### config.mk
export PLATFORM = sky130hd
export DESIGN_NAME = gbte_ctrl
export DESIGN_NICKNAME = d
export VERILOG_FILES = /design/src/hw/rtl/gbte_pkg.sv /design/src/hw/rtl/gbte_ctrl.sv
export SDC_FILE = /design/constraint.sdc
export NUM_CORES = 1
export LEC_CHECK = 0
export BUFFER_PORTS_ARGS = -buffer_cell sky130_fd_sc_hd__buf_2
export CORE_MARGIN = 3
export CORE_UTILIZATION = 58
export DETAILED_ROUTE_END_ITERATION = 7
export PLACE_DENSITY = 0.92
export SETUP_SLACK_MARGIN = 0.15
export SLEW_MARGIN = 5
export SYNTH_ARGS = -nofsm -noshare
export SYNTH_HDL_FRONTEND = slang
export SYNTH_SLANG_ARGS = --single-unit
### constraint.sdc
create_clock -name clk -period 4.8 [get_ports clk]
set_input_delay 0.24 -clock clk [delete_from_list [all_inputs] [get_ports clk]]
set_output_delay 0.24 -clock clk [all_outputs]
set_load 0.01 [all_outputs]
### src/hw/rtl/gbte_pkg.sv
// ---------------------------------------------------------------------------
// gbte_pkg: shared types and constants for the gap buffer text editor
// Field widths, item kinds, status codes and the result record.
// ---------------------------------------------------------------------------
package gbte_pkg;

  localparam int CAPACITY_DEF = 1024;

  localparam int KIND_W   = 2;
  localparam int POS_W    = 11;
  localparam int LEN_W    = 11;
  localparam int DATA_W   = 8;
  localparam int STATUS_W = 2;
  localparam int TLEN_W   = 11;

  localparam int IN_TDATA_W  = 32;  // 2 + 11 + 11 + 8
  localparam int OUT_TDATA_W = 24;  // 2 + 8 + 11, padded to bytes

  typedef enum logic [KIND_W-1:0] {
    K_INSERT = 2'd0,
    K_DELETE = 2'd1,
    K_READ   = 2'd2
  } kind_t;

  typedef enum logic [STATUS_W-1:0] {
    ST_OK      = 2'd0,
    ST_BEYOND  = 2'd1,
    ST_NOSPACE = 2'd2
  } status_t;

  typedef struct packed {
    status_t             status;
    logic [DATA_W-1:0]   read_data;
    logic [TLEN_W-1:0]   text_length;
  } res_t;

endpackage

### src/hw/rtl/gbte_ctrl.sv
// ---------------------------------------------------------------------------
// gbte_ctrl: gap buffer sequencer
// Checks an item, walks the gap for inserts and deletes one byte at a time
// through a shared address adder, then applies the edit and presents one result.
// ---------------------------------------------------------------------------
module gbte_ctrl import gbte_pkg::*; #(
  parameter int CAPACITY = CAPACITY_DEF,
  parameter int AW       = $clog2(CAPACITY)
) (
  input  logic              clk,
  input  logic              rst_n,
  // item request
  input  logic              req_valid,
  output logic              req_ready,
  input  logic [KIND_W-1:0] req_kind,
  input  logic [POS_W-1:0]  req_pos,
  input  logic [LEN_W-1:0]  req_len,
  input  logic [DATA_W-1:0] req_byte,
  // result
  output logic              res_valid,
  input  logic              res_ready,
  output res_t              res,
  // text store
  output logic              ram_we,
  output logic [AW-1:0]     ram_waddr,
  output logic [DATA_W-1:0] ram_wdata,
  output logic              ram_re,
  output logic [AW-1:0]     ram_raddr,
  input  logic [DATA_W-1:0] ram_rdata
);

  localparam int CW = $clog2(CAPACITY + 1);
  localparam int XW = (CW > POS_W) ? CW : POS_W;

  typedef enum logic [5:0] {
    S_IDLE  = 6'b000001,
    S_CHECK = 6'b000010,
    S_MOVE  = 6'b000100,
    S_WR    = 6'b001000,
    S_APPLY = 6'b010000,
    S_DONE  = 6'b100000
  } state_t;

  state_t            state_r, state_nxt;
  logic [KIND_W-1:0] kind_r;
  logic [XW-1:0]     pos_r;
  logic [XW-1:0]     len_r, len_nxt;
  logic [DATA_W-1:0] byte_r;
  status_t           status_r, status_nxt;
  logic              left_r, left_nxt;
  logic [CW-1:0]     gap_start_r, gap_start_nxt;
  logic [CW-1:0]     gap_len_r, gap_len_nxt;
  logic [CW-1:0]     held_r, held_nxt;

  logic [XW-1:0]     held_x, gap_len_x, need_x, rem_x;
  logic [CW-1:0]     pos_c;
  logic [CW-1:0]     opa, opb, sum;

  assign held_x    = XW'(held_r);
  assign gap_len_x = XW'(gap_len_r);
  assign need_x    = (len_r == '0) ? XW'(1) : len_r;
  assign rem_x     = held_x - pos_r;
  assign pos_c     = pos_r[CW-1:0];

  // shared address adder
  always_comb begin
    opa = gap_start_r;
    opb = gap_len_r;
    if (state_r == S_CHECK) begin
      opa = pos_c;
    end else if (state_r == S_MOVE && pos_c < gap_start_r) begin
      opb = '1;
    end else if (state_r == S_WR && !left_r) begin
      opb = CW'(1);
    end
  end
  assign sum = opa + opb;

  always_comb begin
    state_nxt     = state_r;
    len_nxt       = len_r;
    status_nxt    = status_r;
    left_nxt      = left_r;
    gap_start_nxt = gap_start_r;
    gap_len_nxt   = gap_len_r;
    held_nxt      = held_r;
    ram_we        = 1'b0;
    ram_waddr     = gap_start_r[AW-1:0];
    ram_wdata     = byte_r;
    ram_re        = 1'b0;
    ram_raddr     = sum[AW-1:0];

    unique case (state_r)
      S_IDLE: begin
        if (req_valid) begin
          state_nxt = S_CHECK;
          len_nxt   = XW'(req_len);
        end
      end
      S_CHECK: begin
        status_nxt = ST_OK;
        state_nxt  = S_DONE;
        case (kind_r)
          K_INSERT: begin
            if (pos_r > held_x) begin
              status_nxt = ST_BEYOND;
            end else if (need_x > gap_len_x) begin
              status_nxt = ST_NOSPACE;
            end else begin
              state_nxt = S_MOVE;
            end
          end
          K_DELETE: begin
            if (pos_r > held_x) begin
              status_nxt = ST_BEYOND;
            end else begin
              if (len_r > rem_x) begin
                len_nxt = rem_x;
              end
              state_nxt = S_MOVE;
            end
          end
          K_READ: begin
            if (pos_r >= held_x) begin
              status_nxt = ST_BEYOND;
            end else begin
              ram_re    = 1'b1;
              ram_raddr = (pos_c < gap_start_r) ? pos_c[AW-1:0] : sum[AW-1:0];
            end
          end
          default: ;
        endcase
      end
      S_MOVE: begin
        if (pos_c == gap_start_r) begin
          state_nxt = S_APPLY;
        end else begin
          // left: fetch byte just below the gap; right: first byte above it
          left_nxt  = pos_c < gap_start_r;
          ram_re    = 1'b1;
          state_nxt = S_WR;
          if (pos_c < gap_start_r) begin
            gap_start_nxt = sum;
          end
        end
      end
      S_WR: begin
        ram_we    = 1'b1;
        ram_wdata = ram_rdata;
        if (left_r) begin
          ram_waddr = sum[AW-1:0];
        end else begin
          gap_start_nxt = sum;
        end
        state_nxt = S_MOVE;
      end
      S_APPLY: begin
        if (kind_r == K_INSERT) begin
          ram_we        = 1'b1;
          gap_start_nxt = gap_start_r + CW'(1);
          gap_len_nxt   = gap_len_r - CW'(1);
          held_nxt      = held_r + CW'(1);
        end else begin
          gap_len_nxt = gap_len_r + len_r[CW-1:0];
          held_nxt    = held_r - len_r[CW-1:0];
        end
        state_nxt = S_DONE;
      end
      S_DONE: begin
        if (res_ready) begin
          state_nxt = S_IDLE;
        end
      end
      default: state_nxt = S_IDLE;
    endcase
  end

  always_ff @(posedge clk) begin
    if (!rst_n) begin
      state_r     <= S_IDLE;
      gap_start_r <= '0;
      gap_len_r   <= CW'(CAPACITY);
      held_r      <= '0;
    end else begin
      state_r     <= state_nxt;
      gap_start_r <= gap_start_nxt;
      gap_len_r   <= gap_len_nxt;
      held_r      <= held_nxt;
    end
  end

  always_ff @(posedge clk) begin
    if (state_r == S_IDLE && req_valid) begin
      kind_r <= req_kind;
      pos_r  <= XW'(req_pos);
      byte_r <= req_byte;
    end
    len_r    <= len_nxt;
    status_r <= status_nxt;
    left_r   <= left_nxt;
  end

  assign req_ready = (state_r == S_IDLE);
  assign res_valid = (state_r == S_DONE);

  always_comb begin
    res.status      = status_r;
    res.read_data   = (kind_r == K_READ && status_r == ST_OK) ? ram_rdata : '0;
    res.text_length = held_x[TLEN_W-1:0];
  end

endmodule

* After elaboration in Yosys (flattened, before gate mapping)
Cells that the tools add are included.
** Word-level totals
- Bits of input ports :: 44
- Logic and storage cells :: 99
- Bits in registers :: 74
** Cells by class
- Add/subtract/negate cells :: 7
- Equality and inequality tests :: 18
- Reduce and logical (&&, ||, !) cells :: 14
- $lt $le $gt $ge :: 5
- Bitwise logic cells :: 1
- Mux-type cells :: 44
** Operator list (count)
- two-way mux 11 bit :: 15
- two-way mux 10 bit :: 6
- one-hot mux 6 bit (6 select lines) :: 1
- > comparator 11 bit :: 3
- one-hot mux 11 bit (3 select lines) :: 1
- two-way mux 6 bit :: 5
- adder 11 x 1 -> 11 bit (second input constant) :: 2
- adder 11 bit :: 2
- one-hot mux 11 bit (2 select lines) :: 1
- subtractor 11 bit :: 2
- two-way mux 8 bit :: 2
- one-hot mux 6 bit (2 select lines) :: 1
- equality test 11 bit :: 1
- >= comparator 11 bit :: 1
- zero test 11 bit :: 1
- less-than comparator 11 bit :: 1
- subtractor 11 x 1 -> 11 bit (second input constant) :: 1
- inequality test 2 bit (second input constant) :: 5
- AND reduction 5 bit :: 2
- inequality test 2 x 1 -> 1 bit (second input constant) :: 4
- equality test 6 x 1 -> 1 bit (second input constant) :: 1
- equality test 6 x 2 -> 1 bit (second input constant) :: 1
- equality test 6 x 3 -> 1 bit (second input constant) :: 1
- equality test 6 x 4 -> 1 bit (second input constant) :: 1
- other kinds (16) :: 28

* Depth between registers and ports, before layout
- Word-level depth :: 10
- Gate-level depth with buffers :: 17
- Mapped depth without buffers :: 17

* Worst setup path before layout
OpenSTA, ideal clock, no wires.
- Path kind :: register to output
- Start :: register gap_start_r[2]
- End :: output ram_raddr[9]
- Arrival :: 3.345 ns
- Path buffers :: 0
- Setup slack :: 1.215 ns
- Stages on the path, launching flop included :: 16
- Required time :: 4.560 ns
- Cells stage by stage :: dfxtp_1 > inv_1 > ha_1 > a21oi_1 > a211oi_1 > nor4_2 > nand2_1 > nand2_1 > ha_1 > a21o_1 > a211oi_1 > o21ai_0 > a31o_2 > a21oi_1 > xnor2_1 > mux2_2
** Between the ends
- Longest elaborated chain between the ends :: 9
- Elaborated cells on any way between the ends :: 10
** Ends and longest elaborated chain
- start, declared :: RTL line gbte_ctrl.sv:51 : logic [CW-1:0] gap_start_r, gap_start_nxt;
- start signal, assigned :: RTL line gbte_ctrl.sv:186 : gap_start_r <= gap_start_nxt;
- less-than comparator 11 bit :: RTL line gbte_ctrl.sv:71, gbte_ctrl.sv:128
- logical AND 1 bit :: RTL line gbte_ctrl.sv:71 : end else if (state_r == S_MOVE && pos_c < gap_start_r) begin
- two-way mux 11 bit :: RTL line gbte_ctrl.sv:71
- two-way mux 11 bit :: RTL line gbte_ctrl.sv:69 : if (state_r == S_CHECK) begin
- adder 11 bit :: RTL line gbte_ctrl.sv:77 : assign sum = opa + opb;
- two-way mux 10 bit :: RTL line gbte_ctrl.sv:128 : ram_raddr = (pos_c < gap_start_r) ? pos_c[AW-1:0] : sum[AW-1:0];
- two-way mux 10 bit :: RTL line gbte_ctrl.sv:124 : if (pos_r >= held_x) begin
- two-way mux 10 bit :: RTL line gbte_ctrl.sv:103 : case (kind_r)
- two-way mux 10 bit (*) :: RTL line gbte_ctrl.sv:93 : unique case (state_r)
- end, declared :: RTL line gbte_ctrl.sv:28 : output logic [AW-1:0] ram_raddr,
Every way passes the cells marked *; elsewhere a longest branch is shown, timed or not.

* Worst setup path in the final report
- Start :: register gap_start_r[7]
- End :: output ram_raddr[8]
The elaborated chain is that of the path after synthesis.

==> results.yml <==
outcome:
  run_status: "finished clean"
clock_network:
  cts_root_buf: "clkbuf_8"
  ctsHtreeMaxLevel: 3
  worst_setup_hold_path_clk_slew_ns: 0.10
  maximum_root_to_sink_buffer_count: 2
  cts_sinks: 74
  cts_buffers: 9
  clock_latency_at_the_later_pin_of_the_worst_skew_pair_ns: 0.37
  cts_tree: "built"
die:
  dieWidth_um: 110
  ios: 97
  die_height_um: 110
  initial_core_util_pct: 60.2
  die_area_um2: 12100
  row_count: 37
  coreArea_um2: 10500
sta:
  worst_clock_skew_ns: 0.0159
  period_share_pct: 90.0
  tns_ns: 0
  final-hold-violation-count: 0
  unrepaired_setup_endpoints_after_global_routing: "no"
  period_needed_ns: 4.32
  max_slew_violation_count: 0
  holdWs_ns: 0.0323
  setup_viol_count_final: 0
  tightestPinTransition_ns: 1.18
  maxSlewHeadroom_pct: 20.8
  fmaxAchievable_mhz: 232
detailed_routing:
  detail_route.iter0.violations: 475
  wire_per_inst_um: 17.3
  drt_pass1_iterations: 6
  vias_per_cell: 6.16
  drcViolationCount: 0
  route.antenna.remaining_nets: 0
  dr_total_vias: 6089
  finalWirelength_um: 17100
grt:
  number_of_global_route_vias_before_repair: 5615
  globalRouteMet2Util_pct: 44.8
  grtUsageMet3_pct: 4.78
  grt_remaining_overflow: 0
  globalRouteMet1Util_pct: 38.7
  antenna_found_initial: 0
  grt_first_pass_wirelength_um: 27000
  grt_max_degree: 44
  grt_util_all_layers_pct: 28.3
  grt.busiest_layer: "met2"
synthesis:
  netlist-cell-type-count: 65
  synth_fp_nets: 889
  synth-seq-area-share_pct: 29.1
  synth.yosys.warnings: 0
  syn_avg_cell_area_um2: 8.23
  fraction_of_synthesized_cell_area_taken_by_the_top_area_cell_type_pct: 16.7
  asyncSetResetFlopFracSynth_pct: 0
  cells_after_synthesis: 765
  top_count_cell_post_synth: "nand2_1"
  synthDominantAreaCellType: "edfxtp_1"
  netlist_area_um2: 6300
  synth_enable_flop_cells: 35
  ys_top_cells_by_count: "97 x nand2_1, 76 x ha_1, 62 x o21ai_0"
  flop_and_latch_count_out_of_synthesis: 74
  synth_flop_cell: "dfxtp_1"
  synthTopCellsByArea: "edfxtp_1 17%, ha_1 15%, dfxtp_1 12%, nand2_1 5.8%, o21ai_0 4.9%"
placed_design:
  globalplace.congestion: 0.959
  numPortBuffers: 96
  dp_hpwl_um: 13000
  place_area_um2: 6850
flow_run:
  reported_max_cap_violation_count: 0
hold_path:
  holdCritPathClass: "input pin to flop"
  timing.hold.worst_path_depth: 1
cells_and_area:
  final_design_area_no_fill_um2: 7090
  antenna_cells: 0
  layout-area-overhead-vs-synth_pct: 12.6
  finish.utilization_pct: 67.8
  drive_above_1_share_pct: 18.5
  layout.nets: 972
setup_path:
  criticalPathCategory: "flop to output port"
  category_of_the_worst_setup_path_launch_point: "flop"
  worst_path_largest_cell_delay_ns: 0.45
  timing.reg2reg.worst_path_depth: 14
  data_required_time_at_the_worst_endpoint_ns: 4.56
  critical_path.most_common_cell: "ha_1"
  crit_arrival_ns: 4.08
  timing.critical_path.to_type: "output port"
  crit_path_cell_trace: "inv_1 > ha_1 > nand4_1 > a211oi_1 > nor4_4 > nand2_2 > buf_4 > nand2_1 > ha_1 > nor2b_1 > o21ai_0 > a21oi_2 > o41ai_2 > xnor2_1 > mux2_2 > buf_2"
  timing.critical_path.slowest_stage_cell: "a211oi_1"
  worst-path-max-fanout: 8
power_and_ir_drop:
  vdd_ir_drop_max_v: 0.000160
  power.density_nw_per_um2: 216
  power.leakage_nw: 3.22
registers in the layout, indices dropped and copies added (netlist names):
register / count
gap_len_r: 11
len_r: 11
kind_r: 2
gap_start_r: 11
byte_r: 8
state_r: 6
pos_c: 11
left_r: 1
held_r: 11
status_r: 2
per-stage QoR:
step	total power, mW	setup slack (ns)	std cells
floorplan	0.914	1.21	765
detailed placement	0.997	0.630	971
global placement	0.985	0.731	971
global route	1.59	0.214	989
CTS	1.52	0.170	987
finish	1.53	0.481	989
per-layer routing:
layer | vias up | routed length (um)
met5 | - | 0
met4 | 0 | 614
met3 | 62 | 1840
met2 | 386 | 7590
met1 | 2754 | 7080
li1 | 2887 | -
worst max-delay path, delay by kind of cell, from the launching register on:
kind / cells / cell delay [ns]
adders and majority gates: 2 / 0.61
buffers and inverters: 3 / 0.38
DFF: 1 / 0.42
and+or+nand+nor: 5 / 0.62
xor gates and xnor gates: 1 / 0.17
muxes: 1 / 0.29
AOI/OAI and AO/OA: 4 / 1.19
cells by family (layout without fill, tap and decap cells):
kind of cell,count (synthesis),count (layout),share of synthesized area (%)
fa+ha+maj,80,80,16.4
buf+inv,89,177,5.60
xor+xnor,38,38,5.40
compound gates,185,185,17.7
flops,74,74,29.1
simple gates,274,274,21.4
mux,25,25,4.41
path summary, 6_finish.rpt:
| path | endpoint | startpoint | slack [ns] |
|---|---|---|---|
| worst max-delay path | ram_raddr[8] | gap_start_r[7] | 0.48 |
| worst min-delay path | pos_c[7] | req_pos[7] | 0.03 |
| worst min register to register | held_r[0] | held_r[0] | 0.49 |
| worst max register to register | len_r[6] | pos_c[0] | 0.49 |
placed cells by master (no fill, tap or decap), types with 3 or more instances in the layout:
cell	count
o21a_1	5
xnor2_1	26
edfxtp_1	35
a211oi_1	17
or3_1	5
o31ai_1	4
nand4_1	8
fa_1	4
inv_1	57
nand2b_1	8
a21oi_1	49
and2_1	13
nor3_1	23
o21ai_1	4
nand3_1	17
buf_4	6
mux2_2	22
nand3b_1	4
mux2i_1	3
a21o_1	11
nor2_1	52
buf_2	96
nor2b_1	15
dfxtp_1	39
inv_6	3
nand2_1	96
xor2_1	11
a31oi_1	7
or2_2	4
and3_1	11
clkbuf_8	9
ha_1	76
nor4_1	5
o21ai_0	61
final cells by class:
class	count	area (um^2)
multi-input combinational	602	4140
fill	841	3370
timing repair buffer	102	526
inverter	59	221
clock buffer	9	124
sequential	74	1830
tap	136	170
clock inverter	7	82.6
where the power goes:
group	leakage (nW)	switching, mW	total [mW]	internal (mW)
Combinational	2.47	0.161	0.279	0.118
Clock	0.107	0.291	0.542	0.251
Sequential	0.645	0.0236	0.713	0.689
what timing repair did:
action | CTS | global route
setup endpoints to repair | 0 | 10
resized for setup | 0 | 5
hold buffers | 0 | 0
buffers inserted | 0 | 2
Note: power is estimated with default switching activity, not from simulation.
